[src/hdl/fresnel_dielectric_reflectance_core_assert.svh]
// assertion macros shared by the fresnel reflectance rtl
// needs clk and rst in the scope of the module that uses them
`ifndef FRESNEL_DIELECTRIC_REFLECTANCE_CORE_ASSERT_SVH
`define FRESNEL_DIELECTRIC_REFLECTANCE_CORE_ASSERT_SVH
`ifndef NO_ASSERTIONS
`define FDR_ASSERT_IMP(lbl, ante, cons) \
  lbl: assert property (@(posedge clk) disable iff (rst) (ante) |-> (cons)) \
    else $error("fdr assertion failed");
`define FDR_ASSERT_NXT(lbl, ante, cons) \
  lbl: assert property (@(posedge clk) disable iff (rst) (ante) |=> (cons)) \
    else $error("fdr assertion failed");
`else
`define FDR_ASSERT_IMP(lbl, ante, cons)
`define FDR_ASSERT_NXT(lbl, ante, cons)
`endif
`endif

[src/hdl/fdr_sqrt_pipe.sv]
// pipelined floor square root, one result bit per stage, side data carried along
// needs x below 2**(2*RW); no package dependency
module fdr_sqrt_pipe #(
  parameter int XW = 31,
  parameter int RW = 16,
  parameter int SW = 1
) (
  input  logic          clk,
  input  logic          rst,
  input  logic          adv,
  input  logic          in_valid,
  input  logic [XW-1:0] x,
  input  logic [SW-1:0] side_in,
  output logic          out_valid,
  output logic [RW-1:0] root,
  output logic [SW-1:0] side_out
);
  localparam int CW = (XW > 2 * RW) ? XW : 2 * RW;

  logic [XW-1:0] rem_r   [RW];
  logic [RW-1:0] res_r   [RW];
  logic [SW-1:0] side_r  [RW];
  logic          valid_r [RW];

  for (genvar i = 0; i < RW; i++) begin : g_stage
    logic [XW-1:0] rem_in;
    logic [RW-1:0] res_in;
    logic [SW-1:0] side_s;
    logic          valid_in;
    logic [CW-1:0] rem_ext;
    logic [CW-1:0] inc;
    logic          fits;

    if (i == 0) begin : g_first
      assign rem_in   = x;
      assign res_in   = '0;
      assign side_s   = side_in;
      assign valid_in = in_valid;
    end else begin : g_next
      assign rem_in   = rem_r[i-1];
      assign res_in   = res_r[i-1];
      assign side_s   = side_r[i-1];
      assign valid_in = valid_r[i-1];
    end

    // (res + 2^b)^2 - res^2
    assign rem_ext = CW'(rem_in);
    assign inc     = (CW'(res_in) << (RW - i)) + (CW'(1) << (2 * (RW - 1 - i)));
    assign fits    = rem_ext >= inc;

    always_ff @(posedge clk) begin
      if (rst) begin
        valid_r[i] <= 1'b0;
      end else if (adv) begin
        valid_r[i] <= valid_in;
      end
    end

    always_ff @(posedge clk) begin
      if (adv) begin
        rem_r[i]  <= fits ? XW'(rem_ext - inc) : rem_in;
        res_r[i]  <= res_in | (fits ? (RW'(1) << (RW - 1 - i)) : RW'(0));
        side_r[i] <= side_s;
      end
    end
  end

  assign out_valid = valid_r[RW-1];
  assign root      = res_r[RW-1];
  assign side_out  = side_r[RW-1];

endmodule
[config.mk]
export PLATFORM = sky130hd
export DESIGN_NAME = fdr_sqrt_pipe
export DESIGN_NICKNAME = d
export VERILOG_FILES = /design/src/hdl/fresnel_dielectric_reflectance_core_assert.svh /design/src/hdl/fdr_sqrt_pipe.sv
export SDC_FILE = /design/constraint.sdc
export NUM_CORES = 1
export LEC_CHECK = 0
export BUFFER_PORTS_ARGS = -buffer_cell sky130_fd_sc_hd__buf_2
export CAP_MARGIN = 15
export CORE_ASPECT_RATIO = 1.4
export CORE_MARGIN = 2
export CORE_UTILIZATION = 63
export CTS_CLUSTER_SIZE = 30
export DETAILED_ROUTE_END_ITERATION = 6
export GPL_ROUTABILITY_DRIVEN = 0
export PLACE_DENSITY = 0.84
export SYNTH_ARGS = -nofsm -noshare
export SYNTH_HDL_FRONTEND = slang
export SYNTH_SLANG_ARGS = --single-unit
[constraint.sdc]
create_clock -name clk -period 3.15 [get_ports clk]
set_input_delay 0.63 -clock clk [delete_from_list [all_inputs] [get_ports clk]]
set_output_delay 0.63 -clock clk [all_outputs]
set_load 0.02 [all_outputs]
==> flow_metrics.tcl, run 1 <==
set metrics [dict create \
    status "complete, no violations" \
    fin_crit_ns 3.01 \
    drc 0 \
    grt_max_degree 120 \
    fillers 2863 \
    portBuffers 53 \
    path_clk_slew_ns 0.06 \
    power_density_nw_per_um2 691 \
    synth-main-ff-cell "edfxtp_1" \
    finalSetupTns_ns 0 \
    ys_seq_elements 633 \
    grt_pass1_vias 19200 \
    synthCells 2222 \
    yosysSeqAreaShare 0.647 \
    die_height_um 259 \
    postPlaceCellArea_um2 30700 \
    drv_cap 0 \
    synth_common_cells "edfxtp_1, inv_1, ha_1" \
    synth_fp_nets 2407 \
    relSlewSlack 0.150 \
    n_antenna_cell 0 \
    wire_per_inst_um 19.8 \
    cts_tree "built" \
    setup_viol 0 \
    reg2reg_from "rem_r[1][75]$_DFFE_PP_" \
    hpwl_mm 43.1 \
    clockBufferDepth 3 \
    numCtsBuffers 58 \
    nets 2534 \
    critical_path_class "flop to flop" \
    async_flop_share 0 \
    cp_max_fo 11 \
    yosysUniqueCellTypes 80 \
    drive_gt1_frac 0.0981 \
    cp-start-kind "flop" \
    fin_ws_ns 0.142 \
    finalCritPeriodShare 0.955 \
    dr.pass1.iters 5 \
    required_ns 3.50 \
    fin_area_um2 32600 \
    synthesis.area_um2 29400 \
    critPathLaunch "rem_r[1][75]$_DFFE_PP_" \
    core_area_um2 46100 \
    fp-row-count 93 \
    drtAntennaViolNets 0 \
    worst_setup_path_end_kind "flop" \
    hold_viol_final 0 \
    pre_cts_ws_ns 0.0734 \
    p_total_uw 22500 \
    min_from "side_in" \
    grt_pass1_wl_mm 93.8 \
    fmax_mhz 332 \
    ioPinCount 54 \
    overflow 0 \
    die_x_um 186 \
    leakagePower_uw 0.0124 \
    wirelength_mm 59.6 \
    synth_most_common_cell "edfxtp_1" \
    track_usage 0.248 \
    htree_levels 2 \
    cts_sinks 633 \
    whs_path_depth 1 \
    die_area_um2 48400 \
    synth.avg_cell_area_um2 13.2 \
    yosys_warnings 0 \
    yosysTopAreaCell "edfxtp_1" \
    antenna_found_initial 0 \
    vdd_drop_max_mv 0.572 \
    vias 18300 \
    slew_violations 0 \
    syn_to_final_growth_pct 11.0 \
    viasPerCell 6.07 \
    cp.arrival_ns 3.36 \
    worst_pin_slew_ns 1.26 \
    clk_latency_ns 0.61 \
    start_util 0.637 \
    skew_ns 0.0198 \
    cts_root_buf "clkbuf_16" \
    synth.top_cell.area_share 0.647 \
    hp-class "input pin to flop" \
    drtIter0Drc 1104 \
    synth_area_leaders "edfxtp_1, ha_1, xnor2_1" \
    final_util 0.708 \
    rr_worst_depth 9 \
    synth-edff-count 633 \
]
## kinds of logic after synthesis
logic type / after synthesis / share of synthesized area
multiplexers: 26 / 0.00967
AO/OA/AOI/OAI: 417 / 0.0888
AND/OR/NAND/NOR: 597 / 0.107
other: 1 / 0.000128
adder cells (fa/ha/maj): 149 / 0.0637
buffers and inverters: 220 / 0.0297
XOR/XNOR: 179 / 0.0534
flip-flops: 633 / 0.647
## cells in the final DEF, fill, tap and decap left out, types with 51 or more instances in the layout
cell type	synthesis	final
xor2_1	71	71
nand2_1	119	119
edfxtp_1	633	633
nor3_1	58	58
buf_2	4	52
ha_1	148	148
inv_1	186	186
a21oi_1	129	129
o21ai_0	110	109
clkbuf_16	0	58
xnor2_1	108	108
nor2_1	135	135
nor4_1	52	51
## layer usage
layer  global-route usage  up-vias  part of all wire
met5                    0        -                 0
met4                0.195        0             0.086
met3               0.0283      262             0.035
met2                0.521      623              0.59
met1                0.200     8835              0.29
li1                     -     8559                 -
## power breakdown
part / switching (uW) / internal, uW
sequential: 778 / 10700
clock: 2990 / 3880
combinational: 2420 / 1790
## flip-flops by register name (all words and copies together), names as in the netlist
register	flops
res_r	136
rem_r	465
side_r	16
valid_r	16
## worst max-delay path: stages (launching register included)
cell and delay, ns:
edfxtp_1 0.39, ha_1 0.37, a21o_1 0.21, a21oi_1 0.26, a21boi_1 0.53, o211ai_1 0.35
buf_4 0.28, buf_4 0.18, nor2_1 0.11, a21oi_1 0.06
## through the flow
stage          instances  hold slack (ns)
2_1_floorplan       2222            0.400
3_3_place_gp        2903            0.401
3_5_place_dp        2903            0.405
4_1_cts             3009            0.176
5_1_grt             3012            0.175
6_report            3012            0.200
## final cells by class
class / count / area, um2 / area share
Sequential cell: 633 / 19000 / 0.583
Multi-Input combinational cell: 1369 / 9530 / 0.292
Clock buffer: 70 / 1500 / 0.0459
Tap cell: 617 / 772 / 0.0237
Timing Repair Buffer: 101 / 746 / 0.0229
Inverter: 186 / 698 / 0.0214
Clock inverter: 36 / 360 / 0.0110
## what timing repair did
| action | in CTS | in global routing |
|---|---|---|
| setup buffers | 0 | 2 |
| setup endpoints to repair | 0 | 29 |
| resized for setup | 0 | 7 |
| hold buffers | 0 | 0 |
## worst paths after layout
check | slack (ns) | end
hold / removal | 0.20 | side_r[0][0]$_DFFE_PP_
setup / recovery | 0.14 | rem_r[1][104]$_DFFE_PP_
setup reg to reg | 0.14 | rem_r[1][104]$_DFFE_PP_
hold reg to reg | 0.42 | side_r[1][2]$_DFFE_PP_
Power figures use the tool's default switching activity.
==> run 2, diff against run 1 <==
==> constraint.sdc (replaced) <==
create_clock -name clk -period 2.9 [get_ports clk]
set_input_delay 0.58 -clock clk [delete_from_list [all_inputs] [get_ports clk]]
set_output_delay 0.58 -clock clk [all_outputs]
set_load 0.02 [all_outputs]
==> run 2 against run 1 <==
  * The flow now finishes with violations (negative setup slack)
  * First-iteration DRC count increased by 23%
  * Utilization increased by 0.68 points
  * Sequential share of layout area decreased by 0.56 points
  * Worst setup slack got worse by 0.15 ns
==> flow_metrics.tcl, run 2 (synthesis results as in run 1) <==
set metrics [dict create \
    drtAntennaViolNets 0 \
    r2r_slack_ns -0.008 \
    grtUsageMet1 0.201 \
    cts_tree "built" \
    start_util 0.637 \
    cp-start-kind "flop" \
    fin_ws_ns -0.00786 \
    path_clk_slew_ns 0.07 \
    skew_ns 0.0306 \
    multi_input_area_um2 9620 \
    drc 0 \
    cts_sinks 633 \
    cp.arrival_ns 3.29 \
    reg2reg_from "rem_r[0][187]$_DFFE_PP_" \
    hpwl_mm 43.8 \
    numCtsBuffers 56 \
    drtIter0Drc 1356 \
    wire_per_inst_um 19.8 \
    fp-row-count 93 \
    top_regs "rem_r x465, res_r x136" \
    required_ns 3.28 \
    die_x_um 186 \
    critical_path_class "flop to flop" \
    vdd_drop_max_mv 0.642 \
    grt_max_degree 118 \
    rr_worst_depth 6 \
    htree_levels 2 \
    final_util 0.715 \
    register_area_um2 19000 \
    crit_chain "nor4_1, a31oi_1, nor2_1, nand2_1, or4_1, xnor2_1" \
    syn_to_final_growth_pct 12.1 \
    leakagePower_uw 0.0126 \
    hold_end "rem_r[0][2]$_DFFE_PP_" \
    drv_cap 0 \
    fin_crit_ns 2.91 \
    n_antenna_cell 0 \
    hp-class "input pin to flop" \
    whs_path_depth 1 \
    status "finished with violations" \
    hold_viol_final 0 \
    grt_use_met2 0.525 \
    vias 18500 \
    wirelength_mm 60.4 \
    portBuffers 53 \
    worst_setup_path_end_kind "flop" \
    slew_violations 0 \
    ioPinCount 54 \
    clk_latency_ns 0.64 \
    die_height_um 259 \
    min_from "x[2]" \
    clockBufferDepth 3 \
    fmax_mhz 344 \
    drive_gt1_frac 0.118 \
    relSlewSlack 0.213 \
    grt_pass1_wl_mm 94.2 \
    met3_usage 0.0341 \
    cp_max_fo 2 \
    power_density_nw_per_um2 747 \
    cp_slowest_cell "nor4_1" \
    busiest_layer "met2" \
    die_area_um2 48400 \
    setup_viol 1 \
    antenna_found_initial 0 \
    finalCritPeriodShare 1.00 \
    timing.rr.end "rem_r[0][246]$_DFFE_PP_" \
    violations "negative setup slack" \
    layout_common_cells "edfxtp_1, inv_1, ha_1, nor2_1, a21oi_1" \
    final_common_cell "edfxtp_1" \
    postCtsHoldBufs 0 \
    finalSetupTns_ns -0.00786 \
    nets 2570 \
    overflow 0 \
    dr.pass1.iters 6 \
    core_area_um2 46100 \
    fillers 2836 \
    grt_pass1_vias 19300 \
    critPathMaxStageDelay_ns 1.00 \
    largest_reg_flops 465 \
    cts_root_buf "clkbuf_16" \
    track_usage 0.249 \
    largest_register "rem_r" \
    worst_pin_slew_ns 1.17 \
    viasPerCell 6.06 \
]
-- run 2: changes by cell type in the layout (fill, tap and decap cells not counted), moves of 3 or more --
cell,delta
clkinvlp_4,+4
nor3_1,-5
clkinv_2,-5
nor3_2,+5
o21ai_0,-3
buf_4,+39
inv_6,-3
clkbuf_1,+3
-- run 2: power by group --
group          switching, uW  total, uW  internal (uW)
clock                   3300       7330           4030
combinational           2730       4840           2110
sequential               837      12400          11600
total                   6870      24600          17700
-- run 2: metrics by stage --
stage                     hold slack, ns  cell area, um2  instances  worst slack, ns  power [uW]
after floorplan                    0.400           29400       2222            0.270       15600
after global placement             0.402           31000       2940          -0.0288       16900
after detailed placement           0.405           31000       2940          -0.0683       17200
after CTS                         0.0791           32800       3044           0.0149       24500
after global routing              0.0840           32900       3047         -0.00355       25600
final                              0.116           32900       3047         -0.00786       24600
-- run 2: layout make-up --
cell class / instances / share of cell area
well taps: 617 / 0.0234
flip-flops and latches: 633 / 0.577
clock buffers: 71 / 0.0443
inverters: 186 / 0.0212
multi-input cells: 1369 / 0.292
clock inverters: 32 / 0.0104
repair buffers: 139 / 0.0314
-- run 2: metal layers --
metal	vias to the layer above	wire length, um
met1	8956	18000
met2	647	35400
met4	0	4820
li1	8632	-
met5	-	0
met3	238	2140
-- run 2: worst max-delay path by stage --
stage | startpoint | to | slack, ns | cells after the start
after floorplan | rem_r[1][169]$_DFFE_PP_ | rem_r[1][191]$_DFFE_PP_ | 0.27 | 10
after global placement | rem_r[1][169]$_DFFE_PP_ | rem_r[1][200]$_DFFE_PP_ | -0.03 | 8
after detailed placement | rem_r[1][167]$_DFFE_PP_ | rem_r[1][214]$_DFFE_PP_ | -0.07 | 8
after CTS | rem_r[1][23]$_DFFE_PP_ | rem_r[1][57]$_DFFE_PP_ | 0.01 | 8
after global routing | rem_r[1][159]$_DFFE_PP_ | rem_r[1][210]$_DFFE_PP_ | -0.004 | 9
final | rem_r[0][187]$_DFFE_PP_ | rem_r[0][246]$_DFFE_PP_ | -0.008 | 6
-- run 2: worst max-delay path: cells and delay by family (launching register included) --
| family | cells | cell delay, ns |
|---|---|---|
| XOR/XNOR | 1 | 0.15 |
| AND/OR/NAND/NOR | 4 | 1.77 |
| flip-flops | 1 | 0.40 |
| AO/OA/AOI/OAI | 1 | 0.33 |
-- run 2: timing repair --
action,4_1_cts,5_1_grt
endpoints found under the setup margin,28,91
pin swaps,1,6
cloned,0,0
resized for setup,3,29
setup buffers,1,3
