`src/hdl/fresnel_dielectric_reflectance_core_assert.svh`:
```
// assertion macros shared by the fresnel reflectance rtl
// needs clk and rst in the scope of the module that uses them
`ifndef FRESNEL_DIELECTRIC_REFLECTANCE_CORE_ASSERT_SVH
`define FRESNEL_DIELECTRIC_REFLECTANCE_CORE_ASSERT_SVH
`ifndef NO_ASSERTIONS
`define FDR_ASSERT_IMP(lbl, ante, cons) \
  lbl: assert property (@(posedge clk) disable iff (rst) (ante) |-> (cons)) \
    else $error("fdr assertion failed");
`define FDR_ASSERT_NXT(lbl, ante, cons) \
  lbl: assert property (@(posedge clk) disable iff (rst) (ante) |=> (cons)) \
    else $error("fdr assertion failed");
`else
`define FDR_ASSERT_IMP(lbl, ante, cons)
`define FDR_ASSERT_NXT(lbl, ante, cons)
`endif
`endif

```
`src/hdl/fdr_div_pipe.sv`:
```
// pipelined restoring divider, one quotient bit per stage, side data carried along
// needs quotient below 2**QW; no package dependency
module fdr_div_pipe #(
  parameter int NW = 32,
  parameter int DW = 16,
  parameter int QW = 16,
  parameter int SW = 1
) (
  input  logic          clk,
  input  logic          rst,
  input  logic          adv,
  input  logic          in_valid,
  input  logic [NW-1:0] num,
  input  logic [DW-1:0] den,
  input  logic [SW-1:0] side_in,
  output logic          out_valid,
  output logic [QW-1:0] quot,
  output logic [SW-1:0] side_out
);
  localparam int CW = (NW > DW + QW) ? NW : DW + QW;

  logic [NW-1:0] rem_r   [QW];
  logic [DW-1:0] den_r   [QW];
  logic [QW-1:0] q_r     [QW];
  logic [SW-1:0] side_r  [QW];
  logic          valid_r [QW];

  for (genvar i = 0; i < QW; i++) begin : g_stage
    logic [NW-1:0] rem_in;
    logic [DW-1:0] den_in;
    logic [QW-1:0] q_in;
    logic [SW-1:0] side_s;
    logic          valid_in;
    logic [CW-1:0] rem_ext;
    logic [CW-1:0] trial;
    logic          fits;

    if (i == 0) begin : g_first
      assign rem_in   = num;
      assign den_in   = den;
      assign q_in     = '0;
      assign side_s   = side_in;
      assign valid_in = in_valid;
    end else begin : g_next
      assign rem_in   = rem_r[i-1];
      assign den_in   = den_r[i-1];
      assign q_in     = q_r[i-1];
      assign side_s   = side_r[i-1];
      assign valid_in = valid_r[i-1];
    end

    assign rem_ext = CW'(rem_in);
    assign trial   = CW'(den_in) << (QW - 1 - i);
    assign fits    = rem_ext >= trial;

    always_ff @(posedge clk) begin
      if (rst) begin
        valid_r[i] <= 1'b0;
      end else if (adv) begin
        valid_r[i] <= valid_in;
      end
    end

    always_ff @(posedge clk) begin
      if (adv) begin
        rem_r[i]  <= fits ? NW'(rem_ext - trial) : rem_in;
        den_r[i]  <= den_in;
        q_r[i]    <= q_in | (fits ? (QW'(1) << (QW - 1 - i)) : QW'(0));
        side_r[i] <= side_s;
      end
    end
  end

  assign out_valid = valid_r[QW-1];
  assign quot      = q_r[QW-1];
  assign side_out  = side_r[QW-1];

endmodule

```
`config.mk`:
```
export PLATFORM = sky130hd
export DESIGN_NAME = fdr_div_pipe
export DESIGN_NICKNAME = d
export VERILOG_FILES = /design/src/hdl/fresnel_dielectric_reflectance_core_assert.svh /design/src/hdl/fdr_div_pipe.sv
export SDC_FILE = /design/constraint.sdc
export NUM_CORES = 1
export LEC_CHECK = 0
export ABC_CLOCK_PERIOD_IN_PS = 3200
export BUFFER_PORTS_ARGS = -buffer_cell sky130_fd_sc_hd__buf_4
export CAP_MARGIN = 20
export CORE_MARGIN = 4
export CORE_UTILIZATION = 57
export CTS_CLUSTER_SIZE = 16
export DETAILED_ROUTE_END_ITERATION = 7
export GPL_TIMING_DRIVEN = 1
export PLACE_DENSITY = 0.76
export RECOVER_POWER = 25
export SYNTH_ARGS = -nofsm -noshare
export SYNTH_HDL_FRONTEND = slang
export SYNTH_SLANG_ARGS = --single-unit
```
`constraint.sdc`:
```
create_clock -name clk -period 3.2 [get_ports clk]
set_input_delay 0.32 -clock clk [delete_from_list [all_inputs] [get_ports clk]]
set_output_delay 0.32 -clock clk [all_outputs]
set_load 0.02 [all_outputs]
```
==> results.sh, run 1 <==
export IMPL_status="finished, violations left"
export IMPL_violations="capacitance limit, slew limit, setup timing"
export IMPL_grt_overflow=0
export IMPL_yosys_warnings=0
export IMPL_max_freq_mhz=306
export IMPL_synth_main_ff_cell="edfxtp_1"
export IMPL_syn_nets=4049
export IMPL_fillerInstances=5500
export IMPL_synthTopCellsByArea="edfxtp_1 (59%), ha_1 (7.1%), xor2_1 (2.9%), inv_1 (2.9%), a21oi_1 (2.7%)"
export IMPL_leakage_nw=20.3
export IMPL_rr_endpoint="rem_r[1][85]$_DFFE_PP_"
export IMPL_slowest_delay_ps=450
export IMPL_drive_gt1_share_pct=14.1
export IMPL_worst_slew_margin_rel_pct=-43.6
export IMPL_ir_drop_uv=555
export IMPL_grt_max_degree=123
export IMPL_multi_input_area_um2=17300
export IMPL_r2r_start="rem_r[1][37]$_DFFE_PP_"
export IMPL_dr_total_vias=29563
export IMPL_clockBufferDepth=3
export IMPL_antenna_found_initial=0
export IMPL_rr_worst_depth=12
export IMPL_min_path_cells=3
export IMPL_period_minus_slack_ps=3260
export IMPL_synth_edff_count=888
export IMPL_seq_area_frac_synth_pct=59.1
export IMPL_setup_violations=4
export IMPL_viasPerCell=5.66
export IMPL_tritoncts="yes"
export IMPL_finalHoldViolCount=0
export IMPL_layout_area_seq_um2=26700
export IMPL_ys_top_cells_by_count="edfxtp_1 (888), inv_1 (346), ha_1 (256)"
export IMPL_cp_cell_sequence="inv_2 -> ha_4 -> inv_2 -> fa_2 -> a211o_1 -> a2111oi_4 -> nor4_2 -> or4_4 -> a31oi_4 -> nor2_4 -> a2111oi_4 -> xnor2_1"
export IMPL_num_rows=102
export IMPL_clk_latency_ps=660
export IMPL_syn_area_per_cell_um2=12.1
export IMPL_coreArea_um2=78000
export IMPL_syn_area_um2=45100
export IMPL_post_route_period_util_pct=102
export IMPL_slew_violations=30
export IMPL_synth_top_cell_area_share_pct=59.1
export IMPL_worst_slack_ps=-64.4
export IMPL_numPortBuffers=70
export IMPL_p_total_mw=42.1
export IMPL_clk_pin_slew_ps=60
export IMPL_critPathArrivalTime_ps=3650
export IMPL_nets=4428
export IMPL_synth_cells=3725
export IMPL_crit_path_max_fanout=3
export IMPL_dp_hpwl_um=66400
export IMPL_numCtsBuffers=94
export IMPL_io_pins=71
export IMPL_die_width_um=289
export IMPL_synthArstFlopShare_pct=0
export IMPL_clock_skew_ps=30.0
export IMPL_drc=0
export IMPL_ctsHtreeMaxLevel=3
export IMPL_yosysMostFrequentCell="edfxtp_1"
export IMPL_place_congestion=0.905
export IMPL_yosys_area_top_type="edfxtp_1"
export IMPL_firstDrtPassIters=5
export IMPL_min_path_type="primary input to register"
export IMPL_die_area_um2=83700
export IMPL_drt_total_wl_um=90700
export IMPL_initial_core_util_pct=57.9
export IMPL_root_buffer="clkbuf_16"
export IMPL_critPathCaptureType="register"
export IMPL_grtUsageTotal_pct=21.5
export IMPL_die_h_um=289
export IMPL_worstPathRequired_ps=3590
export IMPL_critPathLaunchType="register"
export IMPL_min_from="rst"
export IMPL_pre_cts_slack_ps=-335
export IMPL_diodes=0
export IMPL_synth_seq_cells=888
export IMPL_placed_area_um2=48500
export IMPL_cts_sinks=888
export IMPL_design_area_um2=52600
export IMPL_drv_cap=1
export IMPL_min_to="valid_r[0][0]$_DFFE_PP_"
export IMPL_grt_pass1_vias=30723
export IMPL_grt_pass1_wl_um=144000
export IMPL_routedWlPerCell_um=17.4
export IMPL_ant_nets=0
export IMPL_syn2layout_area_growth_pct=16.4
export IMPL_drt_iter0_drc=1514
export IMPL_p_per_area_nw_per_um2=802
export IMPL_rsz0062_at_grt="true"
export IMPL_r2r_slack_ps=-60
export IMPL_ys_types=93
export IMPL_cp_slowest_cell="or4_4"
export IMPL_setup_worst_path_class="register to register"
export IMPL_tightest_slew_ps=2150
[worst max-delay path by stage]
stage / slack [ps] / end / cells past startpoint / start
after floorplan: 40 / rem_r[1][85]$_DFFE_PP_ / 12 / rem_r[1][37]$_DFFE_PP_
after global placement: -330 / rem_r[1][93]$_DFFE_PP_ / 12 / rem_r[1][37]$_DFFE_PP_
after detailed placement: -330 / rem_r[1][93]$_DFFE_PP_ / 12 / rem_r[1][37]$_DFFE_PP_
after CTS: -150 / rem_r[1][91]$_DFFE_PP_ / 12 / rem_r[1][37]$_DFFE_PP_
after global routing: -140 / rem_r[1][91]$_DFFE_PP_ / 12 / rem_r[1][37]$_DFFE_PP_
final: -60 / rem_r[1][85]$_DFFE_PP_ / 12 / rem_r[1][37]$_DFFE_PP_
[sequential cells by signal, indices dropped and copies added, names as in the netlist]
register,flops
rem_r,480
den_r,240
q_r,136
side_r,16
valid_r,16
[metrics by stage]
step	cells	util (%)	hold WS, ps	TNS (ps)
2_1_floorplan	3725	-	400	0
3_3_place_gp	4983	62.3	400	-1550
3_5_place_dp	4983	62.3	405	-4430
4_1_cts	5214	66.9	39.1	-417
5_1_grt	5224	67.4	293	-5180
6_report	5224	67.4	262	-153
[critical path, delay by kind of cell, from the launching register on]
kind                       cells  cell delay, ps
xor gates and xnor gates       1              90
adders and majority gates      2             500
DFF                            1             390
AOI/OAI and AO/OA              4            1230
buffers and inverters          2             130
and+or+nand+nor                3             640
[where the power goes]
group | internal (mW) | total, mW | switching (mW)
registers | 15.9 | 17.2 | 1.30
logic | 6.56 | 14.5 | 7.90
clock network | 5.89 | 10.4 | 4.55
[layout make-up]
cell class	instances	share of cell area [%]
clock buffer	108	4.62
clock inverter	68	1.07
inverter	350	2.51
multi-input combinational	2417	32.9
sequential	888	50.7
tap	1040	2.48
timing repair buffer	353	5.69
[logic make-up after synthesis]
| logic type | count (synthesis) | synth area share, % |
|---|---|---|
| flops | 888 | 59.1 |
| buf+inv | 420 | 3.65 |
| xor+xnor | 287 | 5.57 |
| compound gates | 862 | 12.0 |
| simple gates | 953 | 10.8 |
| mux | 44 | 1.10 |
| fa+ha+maj | 271 | 7.76 |
[per-layer routing]
| metal | share of wire [%] | GRT usage (%) |
|---|---|---|
| met2 | 58 | 44.6 |
| met5 | 0 | 0 |
| met4 | 6.3 | 12.8 |
| met3 | 2.8 | 2.85 |
| met1 | 33 | 19.1 |
[cells in the final DEF, fill, tap and decap left out, drive strengths merged, types with 54 or more instances in the layout]
| cell | n |
|---|---|
| buf | 266 |
| o21ai | 235 |
| nor3 | 96 |
| edfxtp | 888 |
| o21a | 54 |
| xnor2 | 136 |
| a21o | 72 |
| ha | 256 |
| a21oi | 248 |
| nor2 | 194 |
| nand2 | 241 |
| xor2 | 151 |
| nor4 | 61 |
| inv | 352 |
| clkbuf | 144 |
| clkinv | 55 |
[what timing repair did]
action                                  4_1_cts  5_1_grt
hold endpoints to repair                     50        0
hold buffers                                 50        0
gates resized for setup                      25       79
pin swaps                                     8       19
endpoints found under the setup margin       60      144
setup buffers                                 4        9
gates cloned                                  1        1
Note: power is estimated with default switching activity, not from simulation.
==> inputs of run 2 (changes only) <==
--- a/config.mk
+++ b/config.mk
@@ -5,15 +5,16 @@
 export SDC_FILE = /design/constraint.sdc
 export NUM_CORES = 1
 export LEC_CHECK = 0
+export ABC_AREA = 1
 export ABC_CLOCK_PERIOD_IN_PS = 3200
 export BUFFER_PORTS_ARGS = -buffer_cell sky130_fd_sc_hd__buf_4
 export CAP_MARGIN = 20
 export CORE_MARGIN = 4
-export CORE_UTILIZATION = 57
+export CORE_UTILIZATION = 58
 export CTS_CLUSTER_SIZE = 16
 export DETAILED_ROUTE_END_ITERATION = 7
 export GPL_TIMING_DRIVEN = 1
-export PLACE_DENSITY = 0.76
+export PLACE_DENSITY = 0.77
 export RECOVER_POWER = 25
 export SYNTH_ARGS = -nofsm -noshare
 export SYNTH_HDL_FRONTEND = slang
==> run 2 against run 1 <==
Against the previous run: the run ends with capacitance limit, slew limit left; combinational power grew 23%; cell count rose by 51%; hold slack got worse by 220 ps; critical path depth increased by 1; sequential share of layout area shrank 5.4 points; power is 10% higher; wire length grew 52%; fmax grew 16%; synthesized cell count is 73% higher; clock power up 9%; critical path type unchanged; largest power group is now combinational logic; highest routed layer is now met5.
==> results.sh, run 2 <==
export IMPL_initial_core_util_pct=58.4
export IMPL_synth_main_ff_cell="edfxtp_1"
export IMPL_drc=0
export IMPL_slew_violations=48
export IMPL_io_pins=71
export IMPL_seq_area_frac_synth_pct=49.9
export IMPL_hold_buffers=47
export IMPL_violations="capacitance limit, slew limit"
export IMPL_ant_nets=0
export IMPL_drv_cap=1
export IMPL_dr_total_vias=42897
export IMPL_status="finished, violations left"
export IMPL_syn_nets=6755
export IMPL_cts_resized_gates=0
export IMPL_viasPerCell=5.44
export IMPL_r2r_start="rem_r[0][76]$_DFFE_PP_"
export IMPL_critPathCaptureType="register"
export IMPL_crit_path_max_fanout=22
export IMPL_tritoncts="yes"
export IMPL_ir_drop_uv=492
export IMPL_syn_area_um2=53400
export IMPL_yosys_warnings=0
export IMPL_max_freq_mhz=355
export IMPL_rsz0062_at_grt="false"
export IMPL_syn2layout_area_growth_pct=10.1
export IMPL_grtUsageTotal_pct=28.0
export IMPL_p_per_area_nw_per_um2=791
export IMPL_crit_start="rem_r[0][76]$_DFFE_PP_"
export IMPL_diodes=0
export IMPL_worst_slew_margin_rel_pct=-19.4
export IMPL_ctsHtreeMaxLevel=3
export IMPL_top_regs="rem_r (480), den_r (240), q_r (136)"
export IMPL_die_h_um=311
export IMPL_critPathLaunchType="register"
export IMPL_yosysMostFrequentCell="nand2_1"
export IMPL_grt_pass1_wl_um=217000
export IMPL_clock_skew_ps=36.2
export IMPL_worstPathRequired_ps=3720
export IMPL_critPathArrivalTime_ps=3340
export IMPL_grt_max_degree=121
export IMPL_drive_gt1_share_pct=6.26
export IMPL_mostFrequentLayoutCells="nand2_1 (2263), inv_1 (1094), edfxtp_1 (888)"
export IMPL_die_width_um=311
export IMPL_synth_top_cell_area_share_pct=49.9
export IMPL_largest_reg_flops=480
export IMPL_numCtsBuffers=96
export IMPL_drt_total_wl_um=137000
export IMPL_grt_pass1_vias=40657
export IMPL_synth_cells=6431
export IMPL_tightest_slew_ps=1790
export IMPL_post_route_period_util_pct=88.1
export IMPL_clockBufferDepth=3
export IMPL_final_setup_tns_ps=0
export IMPL_num_rows=111
export IMPL_numPortBuffers=70
export IMPL_root_buffer="clkbuf_16"
export IMPL_min_from="num[21]"
export IMPL_synth_seq_cells=888
export IMPL_setup_worst_path_class="register to register"
export IMPL_clk_pin_slew_ps=60
export IMPL_firstDrtPassIters=6
export IMPL_drt_iter0_drc=4674
export IMPL_clk_latency_ps=680
export IMPL_dp_hpwl_um=105000
export IMPL_ys_types=51
export IMPL_nets=6950
export IMPL_leakage_nw=27.4
export IMPL_synthTopCellsByArea="edfxtp_1 (50%), nand2_1 (16%), inv_1 (7.7%), ha_1 (6.0%), nor2_1 (3.8%)"
export IMPL_grt_overflow=0
export IMPL_layout_commonest_cell="nand2_1"
export IMPL_yosys_area_top_type="edfxtp_1"
export IMPL_cts_sinks=888
export IMPL_min_path_type="primary input to register"
export IMPL_regMostFlops="rem_r"
export IMPL_syn_area_per_cell_um2=8.31
export IMPL_synthArstFlopShare_pct=0
export IMPL_cts_setup_buffers=0
export IMPL_ys_top_cells_by_count="nand2_1 (2263), inv_1 (1094), edfxtp_1 (888)"
export IMPL_period_minus_slack_ps=2820
export IMPL_synth_edff_count=888
export IMPL_coreArea_um2=91500
export IMPL_finalHoldViolCount=0
export IMPL_routedWlPerCell_um=17.4
export IMPL_die_area_um2=97000
export IMPL_p_total_mw=46.6
export IMPL_antenna_found_initial=1
export IMPL_place_congestion=0.995
export IMPL_setup_violations=0
-- run 2: stage by stage --
step	cells	cell area, µm²	worst slack, ps	utilization [%]	hold WS [ps]
finish	7891	58800	379	64.3	45.1
global route	7891	58800	153	64.3	36.1
detailed placement	7667	55300	486	60.4	405
CTS	7891	58900	441	64.4	7.53
floorplan	6431	53400	1080	-	400
global placement	7667	55300	480	60.4	400
-- run 2: cells by family after synthesis --
family	after synthesis	synth area share, %
AOI/OAI and AO/OA	409	4.54
DFF	888	49.9
buffers and inverters	1169	8.80
xor gates and xnor gates	146	2.39
and+or+nand+nor	3548	27.8
adders and majority gates	271	6.56
-- run 2: routing by layer --
| metal | share of wire (%) | GRT usage [%] | vias up | routed length (µm) |
|---|---|---|---|---|
| li1 | - | - | 21108 | - |
| met3 | 7.3 | 3.56 | 285 | 10100 |
| met4 | 3.5 | 9.97 | 2 | 4770 |
| met2 | 47 | 46.2 | 1651 | 63900 |
| met1 | 43 | 38.5 | 19851 | 58600 |
| met5 | 0.010 | 0 | - | 14 |
-- run 2: cell type report --
| class | count | area (µm²) |
|---|---|---|
| Clock buffer | 113 | 2490 |
| Clock inverter | 64 | 707 |
| Fill cell | 7617 | 32700 |
| Inverter | 1114 | 4190 |
| Multi-Input combinational cell | 4374 | 22100 |
| Sequential cell | 888 | 26700 |
| Tap cell | 1186 | 1480 |
| Timing Repair Buffer | 152 | 1240 |
-- run 2: power breakdown --
group,switching [mW],total [mW],internal (mW)
sequential,1.71,17.5,15.8
clock,4.76,11.3,6.50
combinational,11.8,17.8,6.01
total,18.3,46.6,28.3
-- run 2: worst paths after layout --
check,slack [ps],cells past startpoint,endpoint
worst min-delay path,50,3,rem_r[0][21]$_DFFE_PP_
worst max-delay path,380,13,rem_r[0][113]$_DFFE_PP_
worst max register to register,380,13,rem_r[0][113]$_DFFE_PP_
worst min register to register,410,0,q_r[1][39]$_DFFE_PP_
-- run 2: critical path, cell delays in order, from the launching register on --
cell,delay (ps)
edfxtp_1,370
inv_1,90
ha_1,220
fa_1,260
inv_1,80
nand3_1,70
inv_1,50
nor2_2,170
nand2_1,100
nand3_1,90
nand3_2,450
inv_2,510
nand2_1,100
nand2_1,120
