--- config.mk ---
export PLATFORM = sky130hd
export DESIGN_NAME = fdr_cfg
export DESIGN_NICKNAME = d
export VERILOG_FILES = /design/src/hdl/fresnel_dielectric_reflectance_core_assert.svh /design/src/hdl/fdr_pkg.sv /design/src/hdl/fdr_cfg.sv
export SDC_FILE = /design/constraint.sdc
export NUM_CORES = 1
export LEC_CHECK = 0
export BUFFER_PORTS_ARGS = -buffer_cell sky130_fd_sc_hd__buf_2
export CAP_MARGIN = 20
export CORE_MARGIN = 5
export CORE_UTILIZATION = 46
export DETAILED_ROUTE_END_ITERATION = 16
export MAX_ROUTING_LAYER = met4
export PLACE_DENSITY = 0.89
export SLEW_MARGIN = 20
export SYNTH_ARGS = -nofsm -noshare
export SYNTH_HDL_FRONTEND = slang
export SYNTH_SLANG_ARGS = --single-unit
--- constraint.sdc ---
create_clock -name clk -period 1.6 [get_ports clk]
set_input_delay 0.08 -clock clk [delete_from_list [all_inputs] [get_ports clk]]
set_output_delay 0.08 -clock clk [all_outputs]
set_load 0.005 [all_outputs]
--- src/hdl/fresnel_dielectric_reflectance_core_assert.svh ---
// assertion macros shared by the fresnel reflectance rtl
// needs clk and rst in the scope of the module that uses them
`ifndef FRESNEL_DIELECTRIC_REFLECTANCE_CORE_ASSERT_SVH
`define FRESNEL_DIELECTRIC_REFLECTANCE_CORE_ASSERT_SVH
`ifndef NO_ASSERTIONS
`define FDR_ASSERT_IMP(lbl, ante, cons) \
  lbl: assert property (@(posedge clk) disable iff (rst) (ante) |-> (cons)) \
    else $error("fdr assertion failed");
`define FDR_ASSERT_NXT(lbl, ante, cons) \
  lbl: assert property (@(posedge clk) disable iff (rst) (ante) |=> (cons)) \
    else $error("fdr assertion failed");
`else
`define FDR_ASSERT_IMP(lbl, ante, cons)
`define FDR_ASSERT_NXT(lbl, ante, cons)
`endif
`endif

--- src/hdl/fdr_pkg.sv ---
// shared types and constants of the fresnel reflectance core
// no dependencies
package fdr_pkg;

  localparam int COS_FRAC_BITS_DEF = 15;
  localparam int ETA_W             = 16;
  localparam int ETA2_W            = 2 * ETA_W;
  localparam int RATIO_FRAC        = 24;
  localparam int OUT_W             = 17;
  localparam int APB_ADDR_W        = 3;
  localparam int APB_DATA_W        = 32;
  localparam int REG_SEL_BIT       = 2;

  localparam logic [OUT_W-1:0] ONE_Q16     = 17'h10000;
  localparam logic [ETA_W-1:0] ETA_INC_RST = 16'd4096;
  localparam logic [ETA_W-1:0] ETA_TRN_RST = 16'd6144;

  typedef enum logic [0:0] {
    REG_ETA_INCIDENT    = 1'b0,
    REG_ETA_TRANSMITTED = 1'b1
  } reg_idx_t;

  typedef struct packed {
    logic [ETA_W-1:0] eta_incident;
    logic [ETA_W-1:0] eta_transmitted;
  } eta_cfg_t;

endpackage

--- src/hdl/fdr_cfg.sv ---
// apb register file holding the two refractive indices
// depends on fdr_pkg
module fdr_cfg (
  input  logic                             clk,
  input  logic                             rst,
  input  logic                             psel,
  input  logic                             penable,
  input  logic                             pwrite,
  input  logic [fdr_pkg::APB_ADDR_W-1:0]   paddr,
  input  logic [fdr_pkg::APB_DATA_W-1:0]   pwdata,
  output logic [fdr_pkg::APB_DATA_W-1:0]   prdata,
  output logic                             pready,
  output fdr_pkg::eta_cfg_t                eta
);
  import fdr_pkg::*;

  reg_idx_t sel;

  assign sel    = reg_idx_t'(paddr[REG_SEL_BIT]);
  assign pready = 1'b1;

  always_ff @(posedge clk) begin
    if (rst) begin
      eta.eta_incident    <= ETA_INC_RST;
      eta.eta_transmitted <= ETA_TRN_RST;
    end else if (psel && penable && pwrite) begin
      case (sel)
        REG_ETA_INCIDENT:    eta.eta_incident    <= pwdata[ETA_W-1:0];
        REG_ETA_TRANSMITTED: eta.eta_transmitted <= pwdata[ETA_W-1:0];
        default: ;
      endcase
    end
  end

  always_comb begin
    case (sel)
      REG_ETA_INCIDENT:    prdata = APB_DATA_W'(eta.eta_incident);
      REG_ETA_TRANSMITTED: prdata = APB_DATA_W'(eta.eta_transmitted);
      default:             prdata = '0;
    endcase
  end

endmodule

==> out/summary.txt, run 1 <==
Ports -> 105
std cell rows -> 22
vias in the first global route -> 1281
share of layout cells above drive strength 1 -> 0.425
Synth cell types -> 15
number of max-cap violations -> 0
FF-to-FF setup slack -> 0.98 ns
Leakage Power -> 1.07 nW
P&R area growth vs syn -> 21.9%
Post-synth ARST share -> 0
EDFF count, synth -> 0
Setup crit start kind -> primary input
Reg clk slew, reported paths -> 0.06 ns
VDD IR max -> 0.500 mV
Least-Margin Pin Slew -> 0.576 ns
via count -> 1247
crit path DAT -> 1.06 ns
Routability Congestion -> 0.688
Initial Util -> 0.471
Syn Inst Count -> 162
Die ar. -> 5010 um^2
final-layout fill cell count -> 343
post-layout util -> 0.574
# diodes -> 0
wire length per cell -> 12.4 um
number of port buffers -> 69
GRT Util Overall -> 0.142
XOR/XNOR Fraction of Synth Area -> 0
Yosys warning count -> 0
final wirelength -> 3.43 mm
worst min path class -> primary input to register
status -> finished, final reports clean
Post-Synth Adder-Cell Area -> 0
Critical R2R Launch -> eta[29]$_SDFFE_PP0P_
simple-gate area share of the yosys netlist -> 0.205
Final nets -> 268
slew margin rel. -> 0.616
setup ws final -> 0.459 ns
first-pass iteration count of the detailed router -> 4
f_max -> 0.877 GHz
Hold Crit Depth -> 3
Die H -> 70.8 um
Largest Register -> eta
most numerous cell in the Yosys netlist -> nand2b_1
Crit Path Class -> primary input to output port
initial antenna violation count -> 0
CTS H-tree lvls -> 2
hold_buf cts -> 0
sequential fraction of the synthesis area -> 0.377
Clock Latency Late Sink -> 0.26 ns
first-pass GRT wire length -> 5.57 mm
Setup Skew -> 0 ns
RSZ-0062 raised after global routing -> false
Reg2Reg Depth -> 2
setup TNS -> 0 ns
Compound-Gate Fraction of Synth Area -> 0
CTS tree -> yes
Netlist Area Pre-Place -> 1700 um^2
fin crit share -> 0.713
clk root buf -> clkbuf_8
largest net degree at the start of global routing -> 50
overall power -> 1.65 mW
setup bufs post-CTS -> 0
WP data required -> 1.52 ns
DRC Markers -> 0
multiplexer share of the synthesized area -> 0.295
Final Max Slew Viols -> 0
Core ar. -> 3610 um^2
pre-CTS setup slack -> 0.445 ns
Top Registers -> eta: 32 flops
CP max FO -> 14
CTS max path bufs -> 2
Yosys reg bits -> 32
largest family of logic cells by synthesized area -> multiplexers
share of the synthesized area in the top cell type -> 0.377
Cell Pwr Density -> 799 nW/um^2
FF-to-FF End -> eta[29]$_SDFFE_PP0P_
hold path startpoint -> pwdata[12]
Min-Delay Endpoint -> eta[28]$_SDFFE_PP1P_
Die Wd -> 70.8 um
Setup-failing EPs final -> 0
synthesized area per cell -> 10.5 um^2
Num CTS Buffers -> 5
DR vias/cell -> 4.52
Main synth FF type -> dfxtp_1
top cells by area, synth -> dfxtp_1 (38%), mux2i_1 (19%), nand2b_1 (16%), mux2_2 (11%), buf_4 (8.4%)
Hold Vio Cnt, Final -> 0
GRT Residual Overflow -> 0
area leader, netlist -> dfxtp_1
CTS Sinks -> 32
crit end category -> output port
Starting DRT DRC Count -> 45
most instantiated cells after synthesis -> nand2b_1 (44), dfxtp_1 (32), mux2i_1 (32), buf_4 (19), mux2_2 (16)
PostCTS Resize Cnt -> 0
max FFs per register -> 32
Antenna Nets Post-Route -> 0
detailed-placement wirelength estimate -> 2.69 mm
fin crit period -> 1.14 ns
[layout make-up]
class                   instances  area [um^2]  share of cell area
well taps                      48         60.1              0.0290
flip-flops and latches         32          641               0.310
repair buffers                 71          360               0.174
multi-input cells             118          912               0.441
clock buffers                   7         96.3              0.0466
[where the power goes]
part           switching (mW)  leakage [nW]  internal (mW)  total [mW]
logic                  0.0858         0.765         0.0925       0.178
clock network           0.265        0.0503          0.383       0.648
registers              0.0123         0.259          0.815       0.827
[how the worst max path moves through the flow]
stage / from / endpoint / depth (start not counted) / slack, ns
6_report: paddr[2] / prdata[5] / 4 / 0.46
5_1_grt: paddr[2] / prdata[15] / 4 / 0.42
4_1_cts: paddr[2] / prdata[5] / 4 / 0.44
3_5_place_dp: paddr[2] / prdata[5] / 4 / 0.44
3_3_place_gp: paddr[2] / prdata[2] / 4 / 0.46
2_1_floorplan: paddr[2] / eta[16]$_SDFFE_PP0P_ / 3 / 0.82
[placed cells by master, fill, tap and decap left out, drive strengths merged]
cell,count
clkbuf,7
nand4,1
dfxtp,32
buf,71
and4b,1
mux2i,32
and4,1
nor2,5
conb,17
nand2b,44
mux2,16
nand4b,1
[through the flow]
stage	hold slack [ns]	std cells	cell area [um^2]
floorplan	0.235	177	1750
global placement	0.352	269	1970
detailed placement	0.367	269	1970
CTS	0.0828	276	2070
global route	0.0959	276	2070
finish	0.0834	276	2070
[critical path, cell delays in order]
cell	delay, ns
buf_2	0.27
buf_4	0.23
mux2_2	0.34
buf_2	0.13
[metal layers]
| layer | up-vias | track usage | part of all wire |
|---|---|---|---|
| li1 | 633 | - | - |
| met1 | 572 | 0.140 | 0.39 |
| met2 | 40 | 0.262 | 0.53 |
| met3 | 2 | 0.0511 | 0.074 |
| met4 | 0 | 0.0355 | 0.0052 |
| met5 | - | - | 0 |
[kinds of logic (layout without fill, tap and decap cells)]
| kind of cell | count (synthesis) | after routing |
|---|---|---|
| other cells | 2 | 17 |
| mux | 48 | 48 |
| buf+inv | 27 | 78 |
| simple gates | 53 | 53 |
| flops | 32 | 32 |
Note: power is estimated with default switching activity, not from simulation.
==> run 2, diff against run 1 <==
ABC_AREA = 1   (was unset)
CORE_UTILIZATION = 43   (was 46)
PLACE_DENSITY = 0.84   (was 0.89)
clock period = 1.09 ns   (was 1.6 ns; I/O delays follow)
==> run 2 against run 1 <==
Against the previous run:
- clock skew did not move
- utilization fell by 3.4 points
- register-to-register slack got worse by 0.50 ns
- count of clock-buffer cells in the layout fell by 1
- first-iteration DRC count rose by 91%
- sequential power rose by 50%
- non-clock buffer count rose by 5
- critical endpoint is now prdata[12]
- largest power group unchanged
==> out/summary.txt, run 2 <==
number of port buffers -> 69 (unchanged)
area leader, netlist -> dfxtp_1
detailed-placement wirelength estimate -> 3.01 mm (+12%)
GRT Util Overall -> 0.164 (+0.0224)
hold_buf cts -> 0 (unchanged)
share of the synthesized area in the top cell type -> 0.375 (-0.00249)
CTS tree -> yes
Die Wd -> 73.0 um (+3.2%)
Starting DRT DRC Count -> 86 (+91%)
Setup crit start kind -> register
fin crit period -> 0.938 ns
Gate power share -> 0.149 (+0.041)
RSZ-0062 raised after global routing -> false
post-layout util -> 0.540 (-0.0336)
crit end category -> output port
CP max FO -> 3 (-11)
Leakage Power -> 1.22 nW (+14%)
Syn Inst Count -> 263 (+62%)
Cell Pwr Density -> 1210 nW/um^2 (+51%)
Die ar. -> 5340 um^2 (+6.6%)
Top Registers -> eta: 32 flops
final wirelength -> 4.17 mm (+22%)
Initial Util -> 0.437 (-0.0342)
largest net degree at the start of global routing -> 33 (-34%)
EDFF count, synth -> 0 (unchanged)
wire length per cell -> 11.0 um (-12%)
sequential power share -> 0.485 (-0.015)
pre-CTS setup slack -> 0.183 ns (-0.262 ns)
P_int -> 1.87 mW (+45%)
synthesized area per cell -> 6.50 um^2 (-38%)
via count -> 1676 (+34%)
Largest Register -> eta
Routability Congestion -> 0.704 (+2.3%)
Netlist Area Pre-Place -> 1710 um^2 (+0.66%)
number of max-cap violations -> 0 (unchanged)
Antenna Nets Post-Route -> 0 (unchanged)
Die H -> 73.0 um (+3.2%)
Yosys reg bits -> 32 (unchanged)
setup bufs post-CTS -> 0 (unchanged)
Num CTS Buffers -> 5 (unchanged)
first-pass iteration count of the detailed router -> 4 (unchanged)
CTS H-tree lvls -> 2 (unchanged)
commonest non-fill, non-tap cell in the layout -> nand2_1
clk root buf -> clkbuf_8
Final nets -> 369 (+38%)
switching part of the total -> 0.267 (+0.0471)
PostCTS Resize Cnt -> 0 (unchanged)
CTS max path bufs -> 2 (unchanged)
sequential fraction of the synthesis area -> 0.375 (-0.00249)
WP data required -> 1.04 ns (-0.48 ns)
Ports -> 105 (unchanged)
most instantiated cells after synthesis -> nand2_1 (84), nor2_1 (58), dfxtp_1 (32), nand3_1 (32), buf_4 (21)
Clock Power Share -> 0.366 (-0.026)
DR vias/cell -> 4.41 (-2.4%)
P&R area growth vs syn -> 23.7%
Crit Path Class -> register to output port
Clock Latency Late Sink -> 0.27 ns (about the same)
status -> finished, final reports clean
Reg clk slew, reported paths -> 0.07 ns (about the same)
DRC Markers -> 0 (unchanged)
Post-synth ARST share -> 0 (unchanged)
# diodes -> 0 (unchanged)
crit path DAT -> 0.88 ns (-0.18 ns)
top cells by area, synth -> dfxtp_1 (37%), nand2_1 (18%), nor2_1 (13%), nand3_1 (9.4%), buf_4 (9.2%)
most frequent cells in the layout -> nand2_1 (84), buf_2 (69), nor2_1 (58)
CTS Sinks -> 32 (unchanged)
setup TNS -> 0 ns (unchanged)
VDD IR max -> 0.633 mV (+27%)
most numerous cell in the Yosys netlist -> nand2_1
std cell rows -> 23 (+4.5%)
first-pass GRT wire length -> 6.75 mm (+21%)
setup ws final -> 0.152 ns (-0.307 ns)
f_max -> 1.07 GHz
Synth cell types -> 16 (+1)
Main synth FF type -> dfxtp_1
vias in the first global route -> 1503 (+17%)
Hold Vio Cnt, Final -> 0 (unchanged)
worst min path class -> primary input to register
Setup Skew -> 0 ns (unchanged)
GRT Residual Overflow -> 0 (unchanged)
Final Max Slew Viols -> 0 (unchanged)
overall power -> 2.55 mW (+54%)
initial antenna violation count -> 0 (unchanged)
max FFs per register -> 32 (unchanged)
Setup-failing EPs final -> 0 (unchanged)
fin crit share -> 0.860
Yosys warning count -> 0 (unchanged)
Core ar. -> 3910 um^2 (+8.5%)
share of layout cells above drive strength 1 -> 0.270 (-0.156)
Psw -> 0.681 mW (+87%)
run 2: changes by cell type in the layout (fill, tap and decap cells not counted), moves of 2 or more:
cell | previous run | this run
mux2_2 | 16 | 0
nand2_1 | 0 | 84
nor2_8 | 0 | 2
mux2i_1 | 32 | 0
clkinv_2 | 0 | 2
nand2b_1 | 44 | 0
buf_12 | 0 | 2
buf_4 | 2 | 5
inv_1 | 0 | 17
nor2_1 | 5 | 58
nand3_1 | 0 | 32
run 2: worst max-delay path, cell delays in order (launching register included):
cell and delay [ns]:
dfxtp_1 0.35, nand2_1 0.06, nand2_1 0.08, buf_2 0.12
run 2: area by class of cell:
class / instances / area, um^2
clock buffers: 6 / 82.6
clock inverters: 2 / 10.0
fillers: 422 / 1800
inverters: 18 / 70.1
multi-input cells: 196 / 826
flip-flops and latches: 32 / 641
well taps: 50 / 62.6
repair buffers: 76 / 423
run 2: stage by stage:
step	cells	hold WS (ns)	instance area, um^2
2_1_floorplan	278	0.181	1770
3_3_place_gp	372	0.283	2020
3_5_place_dp	372	0.295	2020
4_1_cts	380	0.000696	2110
5_1_grt	380	0.0196	2110
6_report	380	0.0127	2110
run 2: cells by family (layout without fill, tap and decap cells):
| group | Yosys count | in the layout | synth area share |
|---|---|---|---|
| AOI/OAI and AO/OA | 1 | 1 | 0.00293 |
| buffers and inverters | 50 | 102 | 0.175 |
| DFF | 32 | 32 | 0.375 |
| other | 2 | 17 | 0.00439 |
| and+or+nand+nor | 178 | 178 | 0.443 |
run 2: final timing paths:
kind | cells past startpoint | slack (ns) | start | to
max reg2reg | 2 | 0.48 | eta[8]$_SDFFE_PP0P_ | eta[8]$_SDFFE_PP0P_
max | 3 | 0.15 | eta[28]$_SDFFE_PP1P_ | prdata[12]
min | 3 | 0.01 | pwdata[12] | eta[28]$_SDFFE_PP1P_
min reg2reg | 2 | 0.49 | eta[12]$_SDFFE_PP1P_ | eta[12]$_SDFFE_PP1P_
run 2: power groups by stage:
| stage | sequential (mW) | combinational [mW] | clock (mW) |
|---|---|---|---|
| floorplan | 1.27 | 0.269 | 0 |
| global route | 1.24 | 0.433 | 1.03 |
| detailed placement | 1.27 | 0.382 | 0 |
| CTS | 1.24 | 0.382 | 0.968 |
| finish | 1.24 | 0.380 | 0.934 |
| global placement | 1.26 | 0.375 | 0 |
run 2: layer usage:
layer | GRT usage | wire length, um | vias up
met5 | - | 0 | -
met1 | 0.201 | 1770 | 723
met4 | 0.0369 | 29 | 0
met3 | 0.0413 | 383 | 4
li1 | - | - | 890
met2 | 0.270 | 1990 | 59
==> run 3, diff against run 2 <==
CORE_ASPECT_RATIO = 2   (was unset)
==> run 3 against run 2 <==
Against the previous run:
- via count grew 4.2%
- global-route usage up 0.83 points
- utilization rose by 1.4 points
- count of clock-buffer cells in the layout unchanged
- setup slack lost 0.0056 ns
- maximum frequency fell by 0.59%
- sequential power hardly changed
- critical path depth unchanged
- die area is 1.4% higher
- non-clock buffer count is the same
- flip-flop and latch count stayed put
- hold slack worse by 0.0050 ns
- largest power group unchanged
==> out/summary.txt, run 3 (synthesis results as in run 2) <==
status -> finished, final reports clean
Num CTS Buffers -> 5 (unchanged)
Die Wd -> 54.6 um (-25%)
Leakage Power -> 1.23 nW (+0.32%)
setup TNS -> 0 ns (unchanged)
DR vias/cell -> 4.59 (+4.0%)
Hold Crit Depth -> 3 (unchanged)
max FFs per register -> 32 (unchanged)
Ports -> 105 (unchanged)
fin crit share -> 0.866 (+0.00514)
pre-CTS setup slack -> 0.106 ns (-0.0774 ns)
Top Registers -> eta: 32 flops
setup bufs post-CTS -> 0 (unchanged)
Hold Vio Cnt, Final -> 0 (unchanged)
Clock Latency Late Sink -> 0.28 ns (about the same)
Cell Pwr Density -> 1200 nW/um^2 (-0.70%)
fin crit period -> 0.944 ns (+0.00560 ns)
Routability Congestion -> 0.803 (+14%)
# diodes -> 0 (unchanged)
clk root buf -> clkbuf_8
Final nets -> 369 (unchanged)
hold_buf cts -> 1 (+1)
Starting DRT DRC Count -> 17 (-80%)
largest net degree at the start of global routing -> 27 (-18%)
CTS tree -> yes
wire length per cell -> 11.1 um (+1.1%)
DRC Markers -> 0 (unchanged)
CTS Sinks -> 32 (unchanged)
final wirelength -> 4.23 mm (+1.4%)
Initial Util -> 0.445 (+0.00796)
detailed-placement wirelength estimate -> 3.10 mm (+3.0%)
Core ar. -> 3840 um^2 (-1.8%)
crit path DAT -> 0.89 ns (about the same)
Reg2Reg Depth -> 2 (unchanged)
VDD IR max -> 0.642 mV (+1.4%)
WP data required -> 1.04 ns (about the same)
commonest non-fill, non-tap cell in the layout -> nand2_1
PostCTS Resize Cnt -> 0 (unchanged)
number of port buffers -> 69 (unchanged)
RSZ-0062 raised after global routing -> false
worst min path class -> primary input to register
Antenna Nets Post-Route -> 0 (unchanged)
first-pass GRT wire length -> 6.80 mm (+0.71%)
crit end category -> output port
Setup Skew -> 0 ns (unchanged)
P&R area growth vs syn -> 24.7%
via count -> 1747 (+4.2%)
initial antenna violation count -> 0 (unchanged)
setup ws final -> 0.146 ns (-0.00560 ns)
number of max-cap violations -> 0 (unchanged)
Setup-failing EPs final -> 0 (unchanged)
Largest Register -> eta
Die H -> 99.2 um (+36%)
Setup crit start kind -> register
CTS max path bufs -> 2 (unchanged)
std cell rows -> 32 (+39%)
vias in the first global route -> 1605 (+6.8%)
GRT Residual Overflow -> 0 (unchanged)
Die ar. -> 5410 um^2 (+1.4%)
most frequent cells in the layout -> nand2_1 (84), buf_2 (69), nor2_1 (58)
share of layout cells above drive strength 1 -> 0.267 (-0.00303)
f_max -> 1.06 GHz (-0.59%)
Crit Path Class -> register to output port
CP max FO -> 3 (unchanged)
first-pass iteration count of the detailed router -> 4 (unchanged)
CTS H-tree lvls -> 2 (unchanged)
Final Max Slew Viols -> 0 (unchanged)
Reg clk slew, reported paths -> 0.07 ns (about the same)
GRT Util Overall -> 0.172 (+0.00831)
FF-to-FF setup slack -> 0.47 ns (about the same)
## run 3: cell count changes in the layout (fill, tap and decap cells not counted)
cell	before	now
buf_4	5	3
dlygate4sd3_1	0	1
buf_12	2	3
## run 3: where the power goes
group / switching [mW] / total [mW] / leakage (nW) / internal [mW]
logic: 0.223 / 0.385 / 0.918 / 0.162
registers: 0.0289 / 1.24 / 0.260 / 1.21
clock network: 0.426 / 0.929 / 0.0510 / 0.503
total: 0.678 / 2.55 / 1.23 / 1.88
## run 3: cell type report
type / instances / area [um^2]
fillers: 405 / 1710
multi-input cells: 196 / 826
flip-flops and latches: 32 / 641
repair buffers: 76 / 438
clock buffers: 6 / 82.6
inverters: 18 / 70.1
well taps: 51 / 63.8
clock inverters: 2 / 10.0
## run 3: stage by stage
stage	std cells	util	hold slack (ns)	power (mW)	instance area [um^2]
2_1_floorplan	278	-	0.181	1.54	1770
3_3_place_gp	372	0.528	0.286	1.64	2030
3_5_place_dp	372	0.528	0.294	1.65	2030
4_1_cts	381	0.554	0.0000736	2.60	2130
5_1_grt	381	0.554	0.0354	2.69	2130
6_report	381	0.554	0.00774	2.55	2130
## run 3: worst paths after layout
| kind | to | from |
|---|---|---|
| worst max-delay path | prdata[12] | eta[28]$_SDFFE_PP1P_ |
| worst min register to register | eta[12]$_SDFFE_PP1P_ | eta[12]$_SDFFE_PP1P_ |
| worst min-delay path | eta[12]$_SDFFE_PP1P_ | pwdata[12] |
| worst max register to register | eta[28]$_SDFFE_PP1P_ | eta[28]$_SDFFE_PP1P_ |
## run 3: worst max-delay path, stage by stage (launching register included)
cell,delay [ns]
dfxtp_1,0.38
nand2_1,0.07
nand2_1,0.05
buf_2,0.10
## run 3: per-layer routing
metal | global-route usage | part of all wire
met3 | 0.0285 | 0.057
met1 | 0.176 | 0.38
met2 | 0.286 | 0.53
met4 | 0.111 | 0.035
met5 | - | 0
